### src/sv/assert_macros.svh
// Assertion macros shared by the duration statistics RTL.
`ifndef ASSERT_MACROS_SVH
`define ASSERT_MACROS_SVH

// Check that a property holds at every clock edge outside reset.
`define DSC_ASSERT(label, clk, rst, prop, msg) \
   label: assert property (@(posedge clk) disable iff (rst) (prop)) else $error(msg);

// Check that a condition never occurs outside reset.
`define DSC_ASSERT_NEVER(label, clk, rst, cond, msg) \
   label: assert property (@(posedge clk) disable iff (rst) !(cond)) else $error(msg);

`endif

### src/sv/dsc_pkg.sv
// Package with types and constants for the duration statistics counters.
`default_nettype none

package dsc_pkg;

   // Default table depth
   localparam int NUM_EVENT_IDS_DEFAULT = 8;

   // Operation codes
   localparam logic [1:0] OP_RECORD   = 2'd0;
   localparam logic [1:0] OP_SLOW     = 2'd1;
   localparam logic [1:0] OP_SNAPSHOT = 2'd2;

   // Field widths
   localparam int OP_W    = 2;
   localparam int ID_W    = 3;
   localparam int DUR_W   = 32;
   localparam int COUNT_W = 32;
   localparam int TOTAL_W = 64;
   localparam int MAX_W   = 32;
   localparam int SLOW_W  = 32;

   // Stream data widths, padded to whole bytes
   localparam int REQ_DATA_W = 40;
   localparam int RSP_DATA_W = 168;

   // One statistics entry as stored in the table
   typedef struct packed {
      logic [COUNT_W-1:0] count;
      logic [TOTAL_W-1:0] total;
      logic [MAX_W-1:0]   max;
   } stat_entry_type;

   // Table access controls from the sequencer
   typedef struct packed {
      logic wr_en;
      logic rd_en;
      logic rd_clr;
   } mem_ctl_type;

endpackage

`default_nettype wire

### src/sv/duration_statistics_counters_core.sv
// Top level of the duration statistics counters with read-and-clear snapshot.
// Order: a record updates its entry in the cycle after acceptance; the first snapshot
//   result is loaded through the ST_SNAP_RD and ST_SNAP_WR states that follow acceptance.
// Throughput: record and slow-frame requests 1 per cycle while no snapshot runs, set by the pipelined
//   read-modify-write of the table with write forwarding; a snapshot reads then loads
//   each entry in turn and waits out any result stall.
// Reset: synchronous; clears the slow-frame counter, the entry valid bits and the
//   sequencer at once, so the table reads as zero without a clearing pass.
`default_nettype none

module duration_statistics_counters_core #(
   parameter int NUM_EVENT_IDS = dsc_pkg::NUM_EVENT_IDS_DEFAULT
) (
   input  wire                            clock,
   input  wire                            reset,
   input  wire                            req_tvalid,
   output logic                           req_tready,
   // operation[1:0], event_id[4:2], elapsed_us[36:5], zero pad[39:37]
   input  wire [dsc_pkg::REQ_DATA_W-1:0]  req_tdata,
   output logic                           rsp_tvalid,
   input  wire                            rsp_tready,
   // entry_id[2:0], call_count[34:3], total_us[98:35], max_us[130:99],
   // slow_frame_count[162:131], zero pad[167:163]
   output logic [dsc_pkg::RSP_DATA_W-1:0] rsp_tdata,
   output logic                           rsp_tlast
);

   localparam int AW = (NUM_EVENT_IDS > 1) ? $clog2(NUM_EVENT_IDS) : 1;
   localparam int XW = (AW > dsc_pkg::ID_W) ? AW : dsc_pkg::ID_W;
   localparam logic [AW-1:0] LAST_IDX = AW'(NUM_EVENT_IDS - 1);

   // Sequencer states
   localparam logic [1:0] ST_IDLE    = 2'd0;
   localparam logic [1:0] ST_SNAP_RD = 2'd1;
   localparam logic [1:0] ST_SNAP_WR = 2'd2;

   logic [1:0]                    state_ff, state_in;
   logic [AW-1:0]                 idx_ff, idx_in;
   logic [dsc_pkg::SLOW_W-1:0]    slow_ff, slow_in;
   logic [dsc_pkg::SLOW_W-1:0]    snap_slow_ff, snap_slow_in;
   logic                          s1_valid_ff, s1_valid_in;
   logic [AW-1:0]                 s1_addr_ff, s1_addr_in;
   logic [dsc_pkg::DUR_W-1:0]     s1_dur_ff, s1_dur_in;
   logic                          rsp_valid_ff, rsp_valid_in;
   logic [dsc_pkg::RSP_DATA_W-1:0] rsp_data_ff, rsp_data_in;
   logic                          rsp_last_ff, rsp_last_in;

   logic                          req_accept;
   logic [dsc_pkg::OP_W-1:0]      req_op;
   logic [dsc_pkg::ID_W-1:0]      req_id;
   logic [dsc_pkg::DUR_W-1:0]     req_dur;
   logic [XW-1:0]                 req_id_ext;
   logic                          id_in_range;
   logic                          rec_go;
   logic                          rsp_free;
   logic [XW-1:0]                 idx_ext;

   dsc_pkg::mem_ctl_type          mem_ctl;
   dsc_pkg::stat_entry_type       mem_wr_data;
   dsc_pkg::stat_entry_type       mem_rd_data;
   logic [AW-1:0]                 mem_rd_addr;

   // Unpack the request
   assign req_op     = req_tdata[1:0];
   assign req_id     = req_tdata[4:2];
   assign req_dur    = req_tdata[36:5];
   assign req_id_ext = XW'(req_id);
   assign id_in_range = (32'(req_id) < 32'(NUM_EVENT_IDS));

   assign req_tready = (state_ff == ST_IDLE);
   assign req_accept = req_tvalid && req_tready;
   assign rec_go     = req_accept && (req_op == dsc_pkg::OP_RECORD) && id_in_range;
   assign rsp_free   = !rsp_valid_ff || rsp_tready;
   assign idx_ext    = XW'(idx_ff);

   // Table reads: record lookup or snapshot sweep
   always_comb begin
      mem_ctl.rd_en  = rec_go || (state_ff == ST_SNAP_RD);
      mem_ctl.rd_clr = (state_ff == ST_SNAP_RD);
      mem_ctl.wr_en  = s1_valid_ff;
      mem_rd_addr    = (state_ff == ST_SNAP_RD) ? idx_ff : req_id_ext[AW-1:0];
   end

   // Update the entry read in the previous cycle
   always_comb begin
      mem_wr_data.count = mem_rd_data.count + 32'd1;
      mem_wr_data.total = mem_rd_data.total + 64'(s1_dur_ff);
      mem_wr_data.max   = (s1_dur_ff > mem_rd_data.max) ? s1_dur_ff : mem_rd_data.max;
   end

   dsc_stat_mem #(
      .NUM_EVENT_IDS (NUM_EVENT_IDS),
      .AW            (AW)
   ) u_stat_mem (
      .clock   (clock),
      .reset   (reset),
      .ctl     (mem_ctl),
      .wr_addr (s1_addr_ff),
      .wr_data (mem_wr_data),
      .rd_addr (mem_rd_addr),
      .rd_data (mem_rd_data)
   );

   // Hold the record in the update stage
   always_comb begin
      s1_valid_in = rec_go;
      s1_addr_in  = rec_go ? req_id_ext[AW-1:0] : s1_addr_ff;
      s1_dur_in   = rec_go ? req_dur : s1_dur_ff;
   end

   // Sequence slow frames, snapshot sweep and result register
   always_comb begin
      state_in     = state_ff;
      idx_in       = idx_ff;
      slow_in      = slow_ff;
      snap_slow_in = snap_slow_ff;
      rsp_valid_in = rsp_valid_ff && !rsp_tready;
      rsp_data_in  = rsp_data_ff;
      rsp_last_in  = rsp_last_ff;
      case (state_ff)
         ST_IDLE: begin
            if (req_accept && (req_op == dsc_pkg::OP_SLOW)) begin
               slow_in = slow_ff + 32'd1;
            end else if (req_accept && (req_op == dsc_pkg::OP_SNAPSHOT)) begin
               snap_slow_in = slow_ff;
               slow_in      = '0;
               idx_in       = '0;
               state_in     = ST_SNAP_RD;
            end
         end
         ST_SNAP_RD: begin
            state_in = ST_SNAP_WR;
         end
         ST_SNAP_WR: begin
            if (rsp_free) begin
               rsp_valid_in = 1'b1;
               rsp_data_in  = {5'd0, snap_slow_ff, mem_rd_data.max, mem_rd_data.total,
                               mem_rd_data.count, idx_ext[dsc_pkg::ID_W-1:0]};
               rsp_last_in  = (idx_ff == LAST_IDX);
               if (idx_ff == LAST_IDX) begin
                  state_in = ST_IDLE;
               end else begin
                  idx_in   = AW'(idx_ff + 1'b1);
                  state_in = ST_SNAP_RD;
               end
            end
         end
         default: begin
            state_in = ST_IDLE;
         end
      endcase
   end

   always_ff @(posedge clock) begin
      if (reset) begin
         state_ff     <= ST_IDLE;
         idx_ff       <= '0;
         slow_ff      <= '0;
         s1_valid_ff  <= 1'b0;
         rsp_valid_ff <= 1'b0;
      end else begin
         state_ff     <= state_in;
         idx_ff       <= idx_in;
         slow_ff      <= slow_in;
         s1_valid_ff  <= s1_valid_in;
         rsp_valid_ff <= rsp_valid_in;
      end
   end

   always_ff @(posedge clock) begin
      snap_slow_ff <= snap_slow_in;
      s1_addr_ff   <= s1_addr_in;
      s1_dur_ff    <= s1_dur_in;
      rsp_data_ff  <= rsp_data_in;
      rsp_last_ff  <= rsp_last_in;
   end

   assign rsp_tvalid = rsp_valid_ff;
   assign rsp_tdata  = rsp_data_ff;
   assign rsp_tlast  = rsp_last_ff;

`include "assert_macros.svh"

   `DSC_ASSERT(a_update_only_idle, clock, reset, s1_valid_ff |-> (state_ff == ST_IDLE), "record update overlaps a snapshot")
   `DSC_ASSERT(a_snap_clears_slow, clock, reset, (req_accept && (req_op == dsc_pkg::OP_SNAPSHOT)) |=> (slow_ff == '0), "slow-frame counter not cleared by snapshot")
   `DSC_ASSERT(a_read_then_load, clock, reset, (state_ff == ST_SNAP_RD) |=> (state_ff == ST_SNAP_WR), "snapshot read not followed by result load")
   `DSC_ASSERT_NEVER(a_no_write_in_sweep, clock, reset, mem_ctl.wr_en && mem_ctl.rd_clr, "table write during snapshot sweep")

endmodule

`default_nettype wire

### src/sv/dsc_stat_mem.sv
// Statistics table: registered-read memory with write forwarding and entry valid bits.
`default_nettype none

module dsc_stat_mem #(
   parameter int NUM_EVENT_IDS = dsc_pkg::NUM_EVENT_IDS_DEFAULT,
   parameter int AW            = (NUM_EVENT_IDS > 1) ? $clog2(NUM_EVENT_IDS) : 1
) (
   input  wire                    clock,
   input  wire                    reset,
   input  dsc_pkg::mem_ctl_type   ctl,
   input  wire [AW-1:0]           wr_addr,
   input  dsc_pkg::stat_entry_type wr_data,
   input  wire [AW-1:0]           rd_addr,
   output dsc_pkg::stat_entry_type rd_data
);

   dsc_pkg::stat_entry_type entry_mem_ff [NUM_EVENT_IDS];
   dsc_pkg::stat_entry_type rd_data_ff;
   logic                    rd_valid_ff;
   logic                    rd_valid_in;
   logic [NUM_EVENT_IDS-1:0] valid_ff;
   logic [NUM_EVENT_IDS-1:0] valid_in;
   logic                    fwd;

   // Pass a same-cycle write straight to the read register
   assign fwd = ctl.wr_en && ctl.rd_en && (wr_addr == rd_addr);

   always_comb begin
      rd_valid_in = fwd | valid_ff[rd_addr];
   end

   // Mark written entries, drop entries read by a snapshot
   always_comb begin
      valid_in = valid_ff;
      if (ctl.wr_en) begin
         valid_in[wr_addr] = 1'b1;
      end
      if (ctl.rd_en && ctl.rd_clr) begin
         valid_in[rd_addr] = 1'b0;
      end
   end

   always_ff @(posedge clock) begin
      if (ctl.wr_en) begin
         entry_mem_ff[wr_addr] <= wr_data;
      end
   end

   // Read the table, taking a same-cycle write to the same entry
   always_ff @(posedge clock) begin
      if (ctl.rd_en) begin
         rd_data_ff <= fwd ? wr_data : entry_mem_ff[rd_addr];
      end
   end

   always_ff @(posedge clock) begin
      if (reset) begin
         valid_ff    <= '0;
         rd_valid_ff <= 1'b0;
      end else begin
         valid_ff <= valid_in;
         if (ctl.rd_en) begin
            rd_valid_ff <= rd_valid_in;
         end
      end
   end

   // Entries never written since reset or the last snapshot read as zero
   assign rd_data = rd_valid_ff ? rd_data_ff : '0;

endmodule

`default_nettype wire
### config.mk
export PLATFORM = sky130hd
export DESIGN_NAME = duration_statistics_counters_core
export DESIGN_NICKNAME = d
export VERILOG_FILES = /design/src/sv/dsc_pkg.sv /design/src/sv/duration_statistics_counters_core.sv /design/src/sv/dsc_stat_mem.sv
export VERILOG_INCLUDE_DIRS = /design/src /design/src/sv
export SDC_FILE = /design/constraint.sdc
export NUM_CORES = 2
export LEC_CHECK = 0
export BUFFER_PORTS_ARGS = -buffer_cell sky130_fd_sc_hd__buf_2
export CAP_MARGIN = 20
export CORE_MARGIN = 2
export CORE_UTILIZATION = 60
export CTS_BUF_LIST = sky130_fd_sc_hd__clkbuf_16
export CTS_CLUSTER_SIZE = 30
export DETAILED_ROUTE_END_ITERATION = 10
export GPL_ROUTABILITY_DRIVEN = 0
export GPL_TIMING_DRIVEN = 0
export PLACE_DENSITY = 0.78
export SYNTH_ARGS = -nofsm -noshare
export SYNTH_HDL_FRONTEND = slang
export SYNTH_HIERARCHICAL = 1
export SYNTH_SLANG_ARGS = --single-unit
### constraint.sdc
create_clock -name clock -period 15.73 [get_ports clock]
set_input_delay 4.719 -clock clock [delete_from_list [all_inputs] [get_ports clock]]
set_output_delay 4.719 -clock clock [all_outputs]
set_load 0.01 [all_outputs]
==> results.sh <==
export IMPL_synth_main_ff_cell="edfxtp_1"
export IMPL_hpwl_um=115000
export IMPL_yosysSeqAreaShare_pct=74.8
export IMPL_internal_power_mw=6.16
export IMPL_finalMaxSlewViolations=0
export IMPL_clkTransAtPathRegs_ns=0.06
export IMPL_synth_seq_cells=1431
export IMPL_ys_warn_count=6
export IMPL_cts_sinks=1431
export IMPL_synth_edff_count=1383
export IMPL_switching_power_mw=1.81
export IMPL_via_count=36000
export IMPL_r2r_cells=17
export IMPL_start_util_pct=60.7
export IMPL_synth_area_per_cell_um2=16.5
export IMPL_synth_cells=3444
export IMPL_r2r_start="u_stat_mem/rd_valid_ff"
export IMPL_grt_pass1_vias=34600
export IMPL_yosysUniqueCellTypes=81
export IMPL_finalCritPeriodShare_pct=46.7
export IMPL_fp_dieH_um=312
export IMPL_relSlewSlack_pct=11.5
export IMPL_hold_buffers=0
export IMPL_async_flop_share_pct=0
export IMPL_final_util_pct=69.5
export IMPL_wl_um=170000
export IMPL_wl_per_cell_um=32.4
export IMPL_critPathCapture="u_stat_mem/rd_data_ff[61]"
export IMPL_syn2layout_area_growth_pct=14.6
export IMPL_power_density_nw_per_um2=122
export IMPL_arrival_ns=7.79
export IMPL_critPathLaunch="req_tdata[2]"
export IMPL_setup_slack_ns=8.38
export IMPL_crit_type="input pin to flop"
export IMPL_viasPerCell=6.88
export IMPL_crit_fanout=12
export IMPL_io_buffers=204
export IMPL_syn_area_um2=56800
export IMPL_ctsRootBufferMaster="clkbuf_16"
export IMPL_cp_data_required_time_ns=16.17
export IMPL_hold_viol=0
export IMPL_dpl_cell_count=4983
export IMPL_numCtsBuffers=140
export IMPL_firstDrtPassIters=9
export IMPL_io_pins=215
export IMPL_drc=0
export IMPL_setup_violations=0
export IMPL_crit_path_end_kind="flop"
export IMPL_dp_slack_ns=7.68
export IMPL_cts_setup_buffers=0
export IMPL_setup_tns_ns=0
export IMPL_ctsLongestPathBuffers=3
export IMPL_cts_resized=0
export IMPL_fp_coreArea_um2=93600
export IMPL_rr_endpoint="u_stat_mem/rd_data_ff[86]"
export IMPL_die_width_um=312
export IMPL_power_mw=7.96
export IMPL_fmax_ghz=0.136
export IMPL_drtIter0Drc=6117
export IMPL_hold_start="snap_slow_ff[12]"
export IMPL_maxCapViolations=0
export IMPL_grt_first_pass_wirelength_um=240000
export IMPL_rsz0062_at_grt="false"
export IMPL_cp_start_kind="input pin"
export IMPL_n_fill_cell=5959
export IMPL_antenna_found_initial=3
export IMPL_dieArea_um2=97100
export IMPL_layout_nets=3986
export IMPL_grt_max_degree=50
export IMPL_gr_total_overflow=0
export IMPL_peakVddDrop_v=0.000119
export IMPL_fp_row_count=112
export IMPL_outcome="complete, no violations"
export IMPL_drive_gt1_share_pct=17.6
export IMPL_power_leakage_nw=22.4
export IMPL_comb_power_share_pct=6.9
export IMPL_skew_ns=0.0295
export IMPL_hold_path_class="flop to flop"
export IMPL_groute_usage_overall_pct=34.6
export IMPL_seqPwrFrac_pct=53.7
export IMPL_r2r_setup_slack_ns=9.95
export IMPL_tightest_slew_ns=1.33
export IMPL_finalCriticalPeriod_ns=7.35
export IMPL_htreeDepth=4
export IMPL_p_clk_share_pct=39.4
export IMPL_final_antenna_net_count=0
export IMPL_clk_latency_ns=0.77
export IMPL_p_sw_share_pct=22.7
export IMPL_fin_cells=5236
export IMPL_cts_tree="built"
-- metrics by stage --
stage | hold WS (ns) | cell area, um^2
after floorplan | 0.400 | 56800
after global placement | 0.401 | 59400
after detailed placement | 0.405 | 60800
after CTS | 0.418 | 65000
after global routing | 0.425 | 65000
final | 0.415 | 65000
-- cells in the final DEF, fill, tap and decap left out, types with 27 or more instances in the layout --
cell type	netlist	layout
nor2_1	208	201
a22oi_1	42	42
a211o_1	30	30
a21oi_1	92	92
buf_6	11	41
a21o_1	27	27
buf_2	81	285
dfxtp_1	48	48
and2_1	136	136
o21ai_0	50	50
a22o_1	133	133
nand3_1	47	47
a222oi_1	27	27
mux2i_1	97	97
clkbuf_1	82	82
ha_1	68	68
nand2_1	101	100
xor2_1	60	60
clkbuf_16	0	140
inv_1	45	87
a31oi_1	108	108
xnor2_1	64	64
mux2_2	45	45
edfxtp_1	1383	1383
nand4_1	38	38
a221oi_1	148	148
buf_12	4	36
-- power groups by stage --
stage	combinational, mW	sequential, mW	clock (mW)
2_1_floorplan	0.308	4.35	0
3_3_place_gp	0.501	4.37	0
3_5_place_dp	0.525	4.35	0
4_1_cts	0.531	4.27	3.15
5_1_grt	0.570	4.27	3.29
6_report	0.552	4.27	3.14
-- synthesized netlist by cell type, drive strengths merged, types with 48 or more instances --
library cell	count	area share, %
mux2i	97	1.7
a22o	133	2.1
o21ai	57	0.50
clkbuf	82	0.54
a21oi	92	0.81
and2	137	1.5
buf	120	1.4
edfxtp	1383	73
xnor2	64	0.99
nand2	102	0.68
xor2	60	0.93
nor2	209	1.4
ha	68	1.5
a31oi	109	1.2
dfxtp	48	1.7
a221oi	149	2.3
-- routing by layer --
layer | vias to the layer above | global-route usage, % | routed length, um | share of wire (%)
met5 | - | 0 | 0 | 0
li1 | 14600 | - | - | -
met3 | 606 | 9.76 | 24900 | 15
met4 | 0 | 20.0 | 11300 | 6.6
met2 | 3186 | 52.2 | 76100 | 45
met1 | 17600 | 45.5 | 57300 | 34
-- worst min-delay path by stage --
stage	to	depth (start not counted)	slack, ns
final	rsp_tdata[143]	0	0.41
after floorplan	rsp_tdata[131]	0	0.40
after global routing	rsp_tdata[140]	0	0.43
after CTS	rsp_tdata[143]	0	0.42
after detailed placement	rsp_tdata[141]	0	0.40
after global placement	rsp_tdata[134]	0	0.40
-- registers in the layout, indices dropped and copies added, names as in the netlist --
name / cells
u_stat_mem/valid_ff: 8
s1_valid_ff: 1
s1_addr_ff: 3
state_ff: 2
slow_ff: 32
u_stat_mem/entry_mem_ff: 1024
rsp_tdata: 163
snap_slow_ff: 32
rsp_tvalid: 1
u_stat_mem/rd_data_ff: 128
s1_dur_ff: 32
u_stat_mem/rd_valid_ff: 1
rsp_tlast: 1
idx_ext: 3
-- final cells by class --
class / instances / area, um^2 / area share [%]
clock inverter: 107 / 752 / 1.16
buffer: 202 / 1090 / 1.68
tap: 1254 / 1570 / 2.41
multi-input combinational: 1768 / 13100 / 20.2
timing repair buffer: 283 / 2340 / 3.60
sequential: 1431 / 42500 / 65.3
clock buffer: 140 / 3500 / 5.39
antenna: 4 / 10.0 / 0.0154
inverter: 47 / 176 / 0.271
-- cells by family (layout without fill, tap and decap cells) --
group	count (synthesis)	in the layout	share of synthesized area, %
AOI/OAI and AO/OA	758	758	10.1
xor gates and xnor gates	124	124	1.91
adders and majority gates	69	69	1.53
buffers and inverters	249	779	2.24
DFF	1431	1431	74.8
muxes	162	162	3.40
other	1	9	0.00660
and+or+nand+nor	650	650	5.99
-- critical path: stages --
cell and delay (ns):
buf_2 0.11, mux2_2 0.27, buf_6 0.17, xnor2_1 0.14, nand4_1 0.11, buf_2 0.51, clkbuf_1 0.74, clkbuf_1 0.78
a31oi_1 0.23
(Power assumes the default switching activity.)
